### config.mk
export PLATFORM = sky130hd
export DESIGN_NAME = grid_area_restore_stream
export DESIGN_NICKNAME = d
export VERILOG_FILES = /design/src/rtl/gars_pkg.sv /design/src/rtl/gars_mod.sv /design/src/rtl/gars_dp.sv /design/src/rtl/gars_ctrl.sv /design/src/rtl/grid_area_restore_stream.sv
export SDC_FILE = /design/constraint.sdc
export NUM_CORES = 1
export LEC_CHECK = 0
export ABC_AREA = 0
export BUFFER_PORTS_ARGS = -buffer_cell sky130_fd_sc_hd__buf_2
export CORE_MARGIN = 2
export CORE_UTILIZATION = 40
export CTS_BUF_LIST = sky130_fd_sc_hd__clkbuf_4
export DETAILED_ROUTE_END_ITERATION = 6
export GPL_TIMING_DRIVEN = 0
export PLACE_DENSITY_LB_ADDON = 0.25
export SETUP_SLACK_MARGIN = 0.5
export SYNTH_ARGS = -nofsm -noshare
export SYNTH_HDL_FRONTEND = slang
export SYNTH_SLANG_ARGS = --single-unit
export TNS_END_PERCENT = 30
### constraint.sdc
create_clock -name clk_i -period 3.6 [get_ports clk_i]
set_input_delay 0.36 -clock clk_i [delete_from_list [all_inputs] [get_ports clk_i]]
set_output_delay 0.36 -clock clk_i [all_outputs]
set_load 0.1 [all_outputs]
### src/rtl/gars_pkg.sv
package gars_pkg;

  localparam int unsigned DATA_W = 16;

  // Bus command bytes
  localparam logic [7:0] CMD_COLUMN_ADDR  = 8'h2A;
  localparam logic [7:0] CMD_ROW_ADDR     = 8'h2B;
  localparam logic [7:0] CMD_MEMORY_WRITE = 8'h2C;

  // Input word command codes
  localparam logic OP_START = 1'b0;
  localparam logic OP_TICK  = 1'b1;

  // Register select codes
  localparam logic RS_COMMAND = 1'b0;
  localparam logic RS_DATA    = 1'b1;

  // Config register indexes
  localparam logic [1:0] REG_GRID_SPACING = 2'd0;
  localparam logic [1:0] REG_LINE_COLOR   = 2'd1;
  localparam logic [1:0] REG_BACK_COLOR   = 2'd2;

  localparam logic [DATA_W-1:0] GRID_SPACING_RST = 16'd40;
  localparam logic [DATA_W-1:0] LINE_COLOR_RST   = 16'd13894;
  localparam logic [DATA_W-1:0] BACK_COLOR_RST   = 16'd0;

  // Header sequence positions
  localparam logic [3:0] HDR_COL_CMD   = 4'd0;
  localparam logic [3:0] HDR_LEFT_HI   = 4'd1;
  localparam logic [3:0] HDR_LEFT_LO   = 4'd2;
  localparam logic [3:0] HDR_RIGHT_HI  = 4'd3;
  localparam logic [3:0] HDR_RIGHT_LO  = 4'd4;
  localparam logic [3:0] HDR_ROW_CMD   = 4'd5;
  localparam logic [3:0] HDR_TOP_HI    = 4'd6;
  localparam logic [3:0] HDR_TOP_LO    = 4'd7;
  localparam logic [3:0] HDR_BOTTOM_HI = 4'd8;
  localparam logic [3:0] HDR_BOTTOM_LO = 4'd9;
  localparam logic [3:0] HDR_MEM_CMD   = 4'd10;
  localparam logic [3:0] HDR_LEN       = 4'd11;

  typedef struct packed {
    logic              command;
    logic [DATA_W-1:0] left;
    logic [DATA_W-1:0] top;
    logic [DATA_W-1:0] box_width;
    logic [DATA_W-1:0] box_height;
  } in_word_t;

  typedef struct packed {
    logic       register_select;
    logic [7:0] bus_byte;
    logic       last;
  } out_word_t;

  typedef enum logic [1:0] {
    ST_IDLE,
    ST_DIV,
    ST_EMIT
  } ctrl_state_e;

  typedef struct packed {
    logic load_start;
    logic rem_start;
    logic out_load;
  } dp_cmd_t;

  typedef struct packed {
    logic busy;
    logic in_header;
    logic rem_busy;
  } dp_status_t;

endpackage

### src/rtl/gars_mod.sv
module gars_mod #(
  parameter int unsigned COORD_BITS = 16
) (
  input  logic                          clk_i,
  input  logic                          rst_ni,
  input  logic                          start_i,
  input  logic [COORD_BITS-1:0]         a_i,
  input  logic [COORD_BITS-1:0]         b_i,
  input  logic [gars_pkg::DATA_W-1:0]   divisor_i,
  output logic                          busy_o,
  output logic                          a_zero_o,
  output logic                          b_zero_o
);
  import gars_pkg::*;

  localparam int unsigned CNT_W  = $clog2(COORD_BITS + 1);
  localparam int unsigned WIDE_W = DATA_W + 1;

  logic                  busy_q, busy_d;
  logic [CNT_W-1:0]      cnt_q, cnt_d;
  logic [COORD_BITS-1:0] a_sh_q, a_sh_d, b_sh_q, b_sh_d;
  logic [COORD_BITS-1:0] ra_q, ra_d, rb_q, rb_d;
  logic [DATA_W-1:0]     div_q, div_d;

  // One restoring step: shift in next dividend bit, subtract if it fits.
  function automatic logic [COORD_BITS-1:0] rem_step(
    input logic [COORD_BITS-1:0] rem,
    input logic                  nbit,
    input logic [DATA_W-1:0]     div
  );
    logic [WIDE_W-1:0] sh;
    logic [WIDE_W-1:0] dv;
    sh = WIDE_W'({rem, nbit});
    dv = {1'b0, div};
    if (sh >= dv) begin
      sh = sh - dv;
    end
    return sh[COORD_BITS-1:0];
  endfunction

  always_comb begin
    busy_d = busy_q;
    cnt_d  = cnt_q;
    a_sh_d = a_sh_q;
    b_sh_d = b_sh_q;
    ra_d   = ra_q;
    rb_d   = rb_q;
    div_d  = div_q;
    if (start_i) begin
      busy_d = 1'b1;
      cnt_d  = CNT_W'(COORD_BITS);
      a_sh_d = a_i;
      b_sh_d = b_i;
      ra_d   = '0;
      rb_d   = '0;
      div_d  = divisor_i;
    end else if (busy_q) begin
      ra_d   = rem_step(ra_q, a_sh_q[COORD_BITS-1], div_q);
      rb_d   = rem_step(rb_q, b_sh_q[COORD_BITS-1], div_q);
      a_sh_d = a_sh_q << 1;
      b_sh_d = b_sh_q << 1;
      cnt_d  = cnt_q - CNT_W'(1);
      if (cnt_q == CNT_W'(1)) begin
        busy_d = 1'b0;
      end
    end
  end

  always_ff @(posedge clk_i or negedge rst_ni) begin
    if (!rst_ni) begin
      busy_q <= 1'b0;
      cnt_q  <= '0;
    end else begin
      busy_q <= busy_d;
      cnt_q  <= cnt_d;
    end
  end

  always_ff @(posedge clk_i) begin
    a_sh_q <= a_sh_d;
    b_sh_q <= b_sh_d;
    ra_q   <= ra_d;
    rb_q   <= rb_d;
    div_q  <= div_d;
  end

  assign busy_o = busy_q;
  // zero spacing: nothing lies on a grid line
  assign a_zero_o = (ra_q == '0) && (div_q != '0);
  assign b_zero_o = (rb_q == '0) && (div_q != '0);

endmodule

### src/rtl/gars_dp.sv
module gars_dp #(
  parameter int unsigned COORD_BITS = 16
) (
  input  logic                        clk_i,
  input  logic                        rst_ni,
  input  gars_pkg::in_word_t          in_data_i,
  input  logic                        cfg_valid_i,
  input  logic [1:0]                  cfg_index_i,
  input  logic [gars_pkg::DATA_W-1:0] cfg_data_i,
  input  gars_pkg::dp_cmd_t           cmd_i,
  output gars_pkg::dp_status_t        status_o,
  output gars_pkg::out_word_t         out_data_o
);
  import gars_pkg::*;

  localparam int unsigned CB = COORD_BITS;

  logic [DATA_W-1:0] spacing_q, line_color_q, back_color_q;

  logic          busy_q, busy_d;
  logic [3:0]    hdr_idx_q, hdr_idx_d;
  logic          low_half_q, low_half_d;
  logic [CB-1:0] left_q, left_d, top_q, top_d;
  logic [CB-1:0] width_q, width_d, height_q, height_d;
  logic [CB-1:0] cols_q, cols_d, rows_q, rows_d;
  out_word_t     out_q, out_d;

  logic          in_header;
  logic          empty_box;
  logic [CB-1:0] right, bottom, col, row;
  logic [DATA_W-1:0] right16, bottom16, left16, top16;
  logic          rem_busy, col_hit, row_hit;
  logic [DATA_W-1:0] color;
  logic [7:0]    hdr_byte;
  logic          hdr_rs;
  logic          col_end, row_end;

  // Config registers
  always_ff @(posedge clk_i or negedge rst_ni) begin
    if (!rst_ni) begin
      spacing_q    <= GRID_SPACING_RST;
      line_color_q <= LINE_COLOR_RST;
      back_color_q <= BACK_COLOR_RST;
    end else if (cfg_valid_i) begin
      unique case (cfg_index_i)
        REG_GRID_SPACING: spacing_q    <= cfg_data_i;
        REG_LINE_COLOR:   line_color_q <= cfg_data_i;
        REG_BACK_COLOR:   back_color_q <= cfg_data_i;
        default: ;
      endcase
    end
  end

  assign in_header = (hdr_idx_q < HDR_LEN);
  assign empty_box = (width_q == '0) || (height_q == '0);
  assign right     = left_q + width_q - CB'(1);
  assign bottom    = top_q + height_q - CB'(1);
  assign left16    = DATA_W'(left_q);
  assign top16     = DATA_W'(top_q);
  assign right16   = DATA_W'(right);
  assign bottom16  = DATA_W'(bottom);
  assign col       = left_q + cols_q;
  assign row       = top_q + rows_q;

  gars_mod #(
    .COORD_BITS (COORD_BITS)
  ) u_mod (
    .clk_i     (clk_i),
    .rst_ni    (rst_ni),
    .start_i   (cmd_i.rem_start),
    .a_i       (col),
    .b_i       (row),
    .divisor_i (spacing_q),
    .busy_o    (rem_busy),
    .a_zero_o  (col_hit),
    .b_zero_o  (row_hit)
  );

  assign color = (col_hit || row_hit) ? line_color_q : back_color_q;

  always_comb begin
    hdr_rs = RS_DATA;
    unique case (hdr_idx_q)
      HDR_COL_CMD: begin
        hdr_rs   = RS_COMMAND;
        hdr_byte = CMD_COLUMN_ADDR;
      end
      HDR_LEFT_HI:   hdr_byte = left16[15:8];
      HDR_LEFT_LO:   hdr_byte = left16[7:0];
      HDR_RIGHT_HI:  hdr_byte = right16[15:8];
      HDR_RIGHT_LO:  hdr_byte = right16[7:0];
      HDR_ROW_CMD: begin
        hdr_rs   = RS_COMMAND;
        hdr_byte = CMD_ROW_ADDR;
      end
      HDR_TOP_HI:    hdr_byte = top16[15:8];
      HDR_TOP_LO:    hdr_byte = top16[7:0];
      HDR_BOTTOM_HI: hdr_byte = bottom16[15:8];
      HDR_BOTTOM_LO: hdr_byte = bottom16[7:0];
      default: begin
        hdr_rs   = RS_COMMAND;
        hdr_byte = CMD_MEMORY_WRITE;
      end
    endcase
  end

  assign col_end = ({1'b0, cols_q} + (CB+1)'(1)) >= {1'b0, width_q};
  assign row_end = ({1'b0, rows_q} + (CB+1)'(1)) >= {1'b0, height_q};

  always_comb begin
    busy_d     = busy_q;
    hdr_idx_d  = hdr_idx_q;
    low_half_d = low_half_q;
    left_d     = left_q;
    top_d      = top_q;
    width_d    = width_q;
    height_d   = height_q;
    cols_d     = cols_q;
    rows_d     = rows_q;
    out_d      = out_q;
    if (cmd_i.load_start) begin
      busy_d     = 1'b1;
      hdr_idx_d  = HDR_COL_CMD;
      low_half_d = 1'b0;
      left_d     = in_data_i.left[CB-1:0];
      top_d      = in_data_i.top[CB-1:0];
      width_d    = in_data_i.box_width[CB-1:0];
      height_d   = in_data_i.box_height[CB-1:0];
      cols_d     = '0;
      rows_d     = '0;
    end else if (cmd_i.out_load) begin
      if (in_header) begin
        out_d.register_select = hdr_rs;
        out_d.bus_byte        = hdr_byte;
        out_d.last            = 1'b0;
        hdr_idx_d             = hdr_idx_q + 4'd1;
        if ((hdr_idx_q == HDR_MEM_CMD) && empty_box) begin
          out_d.last = 1'b1;
          busy_d     = 1'b0;
        end
      end else begin
        out_d.register_select = RS_DATA;
        out_d.last            = 1'b0;
        if (!low_half_q) begin
          out_d.bus_byte = color[15:8];
          low_half_d     = 1'b1;
        end else begin
          out_d.bus_byte = color[7:0];
          low_half_d     = 1'b0;
          if (col_end) begin
            cols_d = '0;
            if (row_end) begin
              out_d.last = 1'b1;
              busy_d     = 1'b0;
              rows_d     = '0;
            end else begin
              rows_d = rows_q + CB'(1);
            end
          end else begin
            cols_d = cols_q + CB'(1);
          end
        end
      end
    end
  end

  always_ff @(posedge clk_i or negedge rst_ni) begin
    if (!rst_ni) begin
      busy_q     <= 1'b0;
      hdr_idx_q  <= '0;
      low_half_q <= 1'b0;
      cols_q     <= '0;
      rows_q     <= '0;
    end else begin
      busy_q     <= busy_d;
      hdr_idx_q  <= hdr_idx_d;
      low_half_q <= low_half_d;
      cols_q     <= cols_d;
      rows_q     <= rows_d;
    end
  end

  always_ff @(posedge clk_i) begin
    left_q   <= left_d;
    top_q    <= top_d;
    width_q  <= width_d;
    height_q <= height_d;
    out_q    <= out_d;
  end

  assign status_o.busy      = busy_q;
  assign status_o.in_header = in_header;
  assign status_o.rem_busy  = rem_busy;
  assign out_data_o         = out_q;

endmodule

### src/rtl/gars_ctrl.sv
module gars_ctrl (
  input  logic                 clk_i,
  input  logic                 rst_ni,
  input  logic                 in_valid_i,
  input  logic                 in_command_i,
  output logic                 in_ready_o,
  output logic                 out_valid_o,
  input  logic                 out_ready_i,
  input  gars_pkg::dp_status_t status_i,
  output gars_pkg::dp_cmd_t    cmd_o
);
  import gars_pkg::*;

  ctrl_state_e state_q, state_d;
  logic        out_valid_q, out_valid_d;
  logic        tick_go;

  assign tick_go = in_valid_i && (in_command_i == OP_TICK) && status_i.busy;

  // next state
  always_comb begin
    state_d = state_q;
    unique case (state_q)
      ST_IDLE: begin
        if (tick_go) begin
          state_d = status_i.in_header ? ST_EMIT : ST_DIV;
        end
      end
      ST_DIV: begin
        if (!status_i.rem_busy) begin
          state_d = ST_EMIT;
        end
      end
      ST_EMIT: begin
        if (!out_valid_q || out_ready_i) begin
          state_d = ST_IDLE;
        end
      end
      default: state_d = ST_IDLE;
    endcase
  end

  // outputs
  always_comb begin
    in_ready_o       = 1'b0;
    cmd_o.load_start = 1'b0;
    cmd_o.rem_start  = 1'b0;
    cmd_o.out_load   = 1'b0;
    unique case (state_q)
      ST_IDLE: begin
        in_ready_o       = 1'b1;
        cmd_o.load_start = in_valid_i && (in_command_i == OP_START) && !status_i.busy;
        cmd_o.rem_start  = tick_go && !status_i.in_header;
      end
      ST_DIV: ;
      ST_EMIT: cmd_o.out_load = !out_valid_q || out_ready_i;
      default: ;
    endcase
  end

  always_comb begin
    out_valid_d = out_valid_q;
    if (out_ready_i) begin
      out_valid_d = 1'b0;
    end
    if (cmd_o.out_load) begin
      out_valid_d = 1'b1;
    end
  end

  always_ff @(posedge clk_i or negedge rst_ni) begin
    if (!rst_ni) begin
      state_q     <= ST_IDLE;
      out_valid_q <= 1'b0;
    end else begin
      state_q     <= state_d;
      out_valid_q <= out_valid_d;
    end
  end

  assign out_valid_o = out_valid_q;

endmodule

### src/rtl/grid_area_restore_stream.sv
// A start word produces no output. A header tick passes through the emit state into the
//   output register; a pixel tick first passes the divide state, where the remainder unit runs.
// The remainder unit is bit-serial (one bit per cycle). A new tick is taken only after the
//   previous one has loaded its byte into the output register.
// Reset (async, active low): idle, no word pending, registers at spacing 40,
//   line color 13894, background color 0.
module grid_area_restore_stream #(
  parameter int unsigned COORD_BITS = 16
) (
  input  logic                        clk_i,
  input  logic                        rst_ni,
  input  logic                        in_valid_i,
  output logic                        in_ready_o,
  input  gars_pkg::in_word_t          in_data_i,
  output logic                        out_valid_o,
  input  logic                        out_ready_i,
  output gars_pkg::out_word_t         out_data_o,
  input  logic                        cfg_valid_i,
  output logic                        cfg_ready_o,
  input  logic [1:0]                  cfg_index_i,
  input  logic [gars_pkg::DATA_W-1:0] cfg_data_i
);
  import gars_pkg::*;

  dp_cmd_t    dp_cmd;
  dp_status_t dp_status;

  // Config writes are registered directly; unknown indexes are dropped.
  assign cfg_ready_o = 1'b1;

  // Sequencer: accepts a word when idle, runs the remainder unit for
  // pixel bytes, then parks the result in the output register.
  gars_ctrl u_ctrl (
    .clk_i        (clk_i),
    .rst_ni       (rst_ni),
    .in_valid_i   (in_valid_i),
    .in_command_i (in_data_i.command),
    .in_ready_o   (in_ready_o),
    .out_valid_o  (out_valid_o),
    .out_ready_i  (out_ready_i),
    .status_i     (dp_status),
    .cmd_o        (dp_cmd)
  );

  // Datapath: config registers, rectangle state, header byte mux, grid test, output register.
  gars_dp #(
    .COORD_BITS (COORD_BITS)
  ) u_dp (
    .clk_i       (clk_i),
    .rst_ni      (rst_ni),
    .in_data_i   (in_data_i),
    .cfg_valid_i (cfg_valid_i),
    .cfg_index_i (cfg_index_i),
    .cfg_data_i  (cfg_data_i),
    .cmd_i       (dp_cmd),
    .status_o    (dp_status),
    .out_data_o  (out_data_o)
  );

endmodule
==> impl_metrics.tcl, run 1 <==
set metrics [dict create \
    drv_cap 0 \
    start_kind "register" \
    ant_nets 0 \
    outcome "completed" \
    worst_pin_slew_ns 1.05 \
    synth_top_area_share_pct 22.0 \
    viasPerCell 5.51 \
    hold_violations 0 \
    grt_start_max_net_pins 74 \
    fin_nets 2284 \
    area_growth_pct 24.2 \
    grtUsageTotal_pct 22.7 \
    cts_made_buffers 72 \
    vdd_ir_drop_max_mv 0.424 \
    final-max-slew-violation-count 0 \
    drt_iter0_drc 987 \
    synth-edff-count 122 \
    critPathCaptureType "register" \
    rows 74 \
    fin_crit_sh_pct 90.5 \
    io_pins 101 \
    crit_type "register to register" \
    grt_pass1_vias 14400 \
    core-area_mm2 0.0409 \
    rsz0062_at_grt "true" \
    clockBufferDepth 3 \
    yosys_register_bits 249 \
    wl_per_cell_um 18.9 \
    dp_hpwl_um 35900 \
    cts_tree "done" \
    power_density_mw_per_mm2 516 \
    die_h_um 208 \
    remaining_drc_errors 0 \
    cts_max_level 3 \
    die_w_um 208 \
    die-area_mm2 0.0432 \
    synth_area_leaders "edfxtp_1, dfrtp_1, ha_1, inv_1, dfxtp_1" \
    path_max_fanout 3 \
    clock_latency_ns 0.79 \
    instances_no_fill 2619 \
    required_ns 4.06 \
    antenna_found_initial 1 \
    arrival_ns 3.72 \
    seq_area_frac_synth_pct 40.3 \
    netlist_area_mm2 0.0166 \
    min_path_cells 5 \
    synthFlopType "edfxtp_1" \
    setup_viol 0 \
    yosys.area.top_type "edfxtp_1" \
    dpl_cell_area_mm2 0.0178 \
    leakage_nw 9.14 \
    numPlacedInstances 2340 \
    skew_ns 0.0720 \
    dr.pass1.iters 5 \
    grt_overflow_total 0 \
    tns_ns 0 \
    r2r_setup_slack_ns 0.34 \
    yosysMostFrequentCell "inv_1" \
    place_congestion 0.960 \
    port_buffers 99 \
    ys_warn_count 0 \
    syn_nets 1962 \
    synth_cell_type_count 87 \
    period_minus_slack_ns 3.26 \
    synth.avg_cell_area_um2 9.73 \
    synth_cells 1708 \
    start_util_pct 40.6 \
    root_buffer "clkbuf_4" \
    final_area_mm2 0.0206 \
    fmax_mhz 307 \
    clkSlewWorstSetupHoldPaths_ns 0.07 \
    hold_path.class "primary input to register" \
    async_flop_share_pct 38.2 \
    vias 14400 \
    wirelength_um 49600 \
    grt_first_pass_wirelength_um 77400 \
    drive_gt1_share_pct 23.3 \
    clock-sinks 249 \
    reg2reg_depth 13 \
    synth_common_cells "inv_1, ha_1, nand2_1, edfxtp_1, o21ai_0" \
    relSlewSlack_pct 30.3 \
]
-- kinds of logic after synthesis --
kind of cell    after synthesis  share of synthesized area [%]
simple gates                472                           13.9
compound gates              405                           16.2
flops                       249                           40.3
buf+inv                     228                           5.41
fa+ha+maj                   166                           12.8
xor+xnor                     99                           5.22
mux                          88                           6.28
other cells                   1                         0.0226
-- registers in the layout, summed over array words and instances (netlist names), 4 cells and up --
signal / flops
u_dp.cols_q: 16
u_dp.height_q: 16
u_dp.u_mod.a_sh_q: 16
u_dp.width_q: 16
u_dp.u_mod.ra_q: 16
u_dp.back_color_q: 16
u_dp.u_mod.b_sh_q: 16
u_dp.hdr_idx_q: 4
u_dp.left16: 16
u_dp.u_mod.cnt_q: 5
u_dp.u_mod.div_q: 16
u_dp.line_color_q: 16
u_dp.spacing_q: 16
u_dp.out_data_o: 10
u_dp.u_mod.rb_q: 16
u_dp.rows_q: 16
u_dp.top16: 16
-- placed cells by master (no fill, tap or decap), types with 16 or more instances in the layout --
cell and count:
nand2_1 136, nor4_1 25, a21oi_1 75, clkinv_1 21, nor3_1 33, nand2b_1 18, inv_1 161, clkbuf_1 32
mux2i_1 30, edfxtp_1 122, clkbuf_4 103, ha_1 148, o21ai_1 25, a211oi_1 16, o211ai_1 23, buf_2 102
xnor2_1 54, nand4_1 17, dfxtp_1 32, dlygate4sd3_1 82, dfrtp_1 76, nor2_1 88, o21ai_0 94, buf_4 66
xor2_1 35, a21o_1 20, mux2_2 48, nand3_1 49
-- critical path, cell delays in order, from the launching register on --
cell,delay (ns)
edfxtp_1,0.46
inv_2,0.10
ha_4,0.27
inv_2,0.04
ha_4,0.16
fa_2,0.40
a211oi_4,0.31
o21bai_1,0.09
a21oi_1,0.16
xor2_1,0.26
o21ai_1,0.12
a221oi_2,0.27
a2bb2oi_1,0.19
o211ai_1,0.15
-- area by class of cell --
class                           count  area (µm²)
Inverter                          174         653
Sequential cell                   249        6710
Fill cell                        3738       20300
Tap cell                          532         666
Buffer                             54         310
Clock inverter                     28         120
Clock buffer                      102         766
Multi-Input combinational cell   1231        9550
Antenna cell                        1        2.50
Timing Repair Buffer              248        1870
-- layer usage --
metal | wire length [µm] | GRT usage [%] | vias to the layer above
li1 | - | - | 6913
met1 | 21800 | 30.1 | 6893
met2 | 22400 | 35.8 | 503
met3 | 3160 | 4.24 | 125
met4 | 2210 | 10.8 | 0
met5 | 0 | 0 | -
-- metrics by stage --
step	hold WS [ns]	power [W]	setup slack [ns]	utilization (%)
final	0.104	0.0107	0.341	50.4
after global routing	0.101	0.0114	0.212	50.4
after CTS	0.0406	0.0106	0.293	48.7
after detailed placement	0.323	0.00786	-0.184	43.6
after global placement	0.432	0.00780	-0.193	43.5
after floorplan	0.0644	0.00685	0.447	-
-- power by group --
group / leakage [nW] / internal, W / switching (W)
clock network: 0.534 / 0.00132 / 0.00130
logic: 6.08 / 0.00171 / 0.00249
registers: 2.53 / 0.00349 / 0.000344
total: 9.14 / 0.00652 / 0.00413
-- final timing paths --
check	from	endpoint
min reg2reg	u_dp.spacing_q[0]	u_dp.u_mod.div_q[0]
max in group asynchronous	rst_ni	u_dp.line_color_q[10]
max reg2reg	u_dp.top16[1]	u_dp.out_data_o[8]
max	u_dp.top16[1]	u_dp.out_data_o[8]
min in group asynchronous	rst_ni	u_dp.cols_q[5]
min	in_data_i[64]	u_ctrl.state_q[1]
-- timing repair --
action / 4_1_cts / 5_1_grt
pin swaps: 21 / 46
setup endpoints to repair: 84 / 84
hold buffers: 82 / 0
buffers inserted: 24 / 40
gates cloned: 0 / 1
resized for setup: 74 / 91
hold endpoints to repair: 200 / 0
No activity file was read; power rests on OpenSTA's default activity.
==> inputs of run 2 (changes only) <==
--- a/config.mk
+++ b/config.mk
@@ -5,14 +5,15 @@
 export SDC_FILE = /design/constraint.sdc
 export NUM_CORES = 1
 export LEC_CHECK = 0
-export ABC_AREA = 0
+export ABC_AREA = 1
 export BUFFER_PORTS_ARGS = -buffer_cell sky130_fd_sc_hd__buf_2
+export CORE_ASPECT_RATIO = 0.9
 export CORE_MARGIN = 2
 export CORE_UTILIZATION = 40
 export CTS_BUF_LIST = sky130_fd_sc_hd__clkbuf_4
 export DETAILED_ROUTE_END_ITERATION = 6
 export GPL_TIMING_DRIVEN = 0
-export PLACE_DENSITY_LB_ADDON = 0.25
+export PLACE_DENSITY = 0.65
 export SETUP_SLACK_MARGIN = 0.5
 export SYNTH_ARGS = -nofsm -noshare
 export SYNTH_HDL_FRONTEND = slang
==> impl_metrics.tcl, run 2 <==
set metrics [dict create \
    vias 16200 \
    leakage_nw 10.5 \
    drive_gt1_share_pct 14.7 \
    async_flop_share_pct 38.2 \
    synth.avg_cell_area_um2 7.67 \
    combPwrFrac_pct 47.3 \
    grt_pass1_vias 16000 \
    postLayoutCoreUtil_pct 49.3 \
    hold_violations 0 \
    outcome "completed" \
    rsz0062_at_grt "true" \
    core-area_mm2 0.0427 \
    final_common_cell "nand2_1" \
    wl_per_cell_um 16.4 \
    hold_path.class "primary input to asynchronous set/reset pin" \
    skew_ns 0.0568 \
    relSlewSlack_pct 29.8 \
    reg2reg_depth 24 \
    grtUsageTotal_pct 23.3 \
    yosysMostFrequentCell "nand2_1" \
    dr.pass1.iters 6 \
    instances_no_fill 3161 \
    critPathCaptureType "register" \
    vdd_ir_drop_max_mv 0.263 \
    synth_area_leaders "edfxtp_1, nand2_1, dfrtp_1, ha_1, inv_1" \
    synth_common_cells "nand2_1, inv_1, nand3_1, ha_1, nor2_1" \
    clkSlewWorstSetupHoldPaths_ns 0.06 \
    crit_type "register to register" \
    start_kind "register" \
    die-area_mm2 0.0446 \
    remaining_drc_errors 0 \
    clockBufferDepth 3 \
    dp_hpwl_um 37800 \
    die_w_um 223 \
    seq_area_frac_synth_pct 38.9 \
    arrival_ns 4.00 \
    ant_nets 0 \
    synth-edff-count 122 \
    wirelength_um 51700 \
    path_max_fanout 6 \
    power_density_mw_per_mm2 657 \
    final-max-slew-violation-count 0 \
    numPlacedInstances 2902 \
    port_buffers 99 \
    cts_made_buffers 71 \
    root_buffer "clkbuf_4" \
    grt_start_max_net_pins 50 \
    drt_iter0_drc 1289 \
    r2r_setup_slack_ns 0.32 \
    fmax_mhz 305 \
    drv_cap 0 \
    cts_tree "done" \
    p_int_w 0.00785 \
    synth_cell_type_count 52 \
    critPathLaunch "u_dp.cols_q[0]" \
    fin_crit_sh_pct 91.1 \
    grt_first_pass_wirelength_um 82500 \
    fin_nets 2801 \
    worst_pin_slew_ns 1.05 \
    clock_latency_ns 0.81 \
    start_util_pct 40.3 \
    area_growth_pct 22.5 \
    antenna_found_initial 1 \
    tns_ns 0 \
    synth_top_area_share_pct 21.3 \
    p_sw_share_pct 43.3 \
    required_ns 4.32 \
    yosys.area.top_type "edfxtp_1" \
    r2r_start "u_dp.cols_q[0]" \
    netlist_area_mm2 0.0172 \
    viasPerCell 5.12 \
    pwr-share-clk_pct 21.3 \
    place_congestion 0.920 \
    seqPwrFrac_pct 31.4 \
    period_minus_slack_ns 3.28 \
    synth_cells 2242 \
    yosys_register_bits 249 \
    io_pins 101 \
    synthFlopType "edfxtp_1" \
    rows 72 \
    timing.rr.end "u_dp.cols_q[12]" \
    die_h_um 201 \
    p_switching_w 0.00599 \
    ys_warn_count 0 \
    dpl_cell_area_mm2 0.0185 \
    cts_max_level 3 \
    final_cell_mix "nand2_1, inv_1, nand3_1, ha_1" \
    grt_overflow_total 0 \
    setup_viol 0 \
    final_area_mm2 0.0211 \
    syn_nets 2496 \
    clock-sinks 249 \
]
[run 2: cell families after synthesis]
group	count (synthesis)	synth area share, %
and+or+nand+nor	1012	24.9
DFF	249	38.9
AOI/OAI and AO/OA	330	10.9
xor gates and xnor gates	70	3.57
other	1	0.0218
adders and majority gates	166	12.3
buffers and inverters	414	9.34
[run 2: layout make-up]
cell class | instances | area, µm²
flip-flops and latches | 249 | 6700
well taps | 555 | 694
repair inverters | 1 | 7.51
inverters | 371 | 1400
diodes | 3 | 7.51
repair buffers | 231 | 1830
plain buffers | 43 | 244
clock buffers | 117 | 878
multi-input cells | 1579 | 9170
fillers | 4064 | 21600
clock inverters | 12 | 128
[run 2: power by group through the flow]
stage | Clock, W | Combinational, W | Sequential [W]
global placement | 0 | 0.00596 | 0.00439
CTS | 0.00303 | 0.00637 | 0.00434
finish | 0.00294 | 0.00655 | 0.00435
detailed placement | 0 | 0.00608 | 0.00439
global route | 0.00319 | 0.00739 | 0.00443
floorplan | 0 | 0.00439 | 0.00451
[run 2: timing repair]
action	CTS	global route
gates resized for setup	28	50
pin swaps	6	21
setup endpoints to repair	68	118
hold endpoints to repair	163	0
gates cloned	1	2
hold buffers	91	0
setup buffers	23	10
[run 2: metal layers]
layer	track usage [%]	part of all wire, %	up-vias
met5	0	0	-
met4	9.54	3.5	0
met3	4.11	5.4	135
met2	37.6	46	500
met1	30.9	45	7536
li1	-	-	8015
[run 2: worst max path at each step]
stage                 endpoint
2_1_floorplan  u_dp.rows_q[13]
3_3_place_gp   u_dp.cols_q[13]
3_5_place_dp   u_dp.cols_q[13]
4_1_cts         u_dp.cols_q[6]
5_1_grt        u_dp.rows_q[14]
6_report       u_dp.cols_q[12]
[run 2: stage by stage]
stage | power (W) | worst slack, ns | hold WS, ns
2_1_floorplan | 0.00889 | -0.332 | 0.0644
3_3_place_gp | 0.0104 | -2.22 | 0.438
3_5_place_dp | 0.0105 | -0.0161 | 0.426
4_1_cts | 0.0137 | 0.497 | 0.114
5_1_grt | 0.0150 | 0.124 | 0.159
6_report | 0.0138 | 0.322 | 0.151
[run 2: critical path, cell delays in order, from the launching register on]
cell and delay (ns):
dfrtp_2 0.37, buf_6 0.10, ha_4 0.14, nand2_4 0.05, nor2_4 0.10, nand3_2 0.12
nor2_4 0.16, nand3_2 0.08, or2_1 0.26, xor2_1 0.15, inv_1 0.15, ha_4 0.24
nand2_4 0.08, nor2_4 0.04, buf_6 0.11, a21oi_2 0.09, nand2_1 0.08, nand2_1 0.08
nand2_1 0.07, nand2_2 0.14, nand3_4 0.12, buf_6 0.17, nor2_4 0.16, nand2_1 0.08
nand2_1 0.07
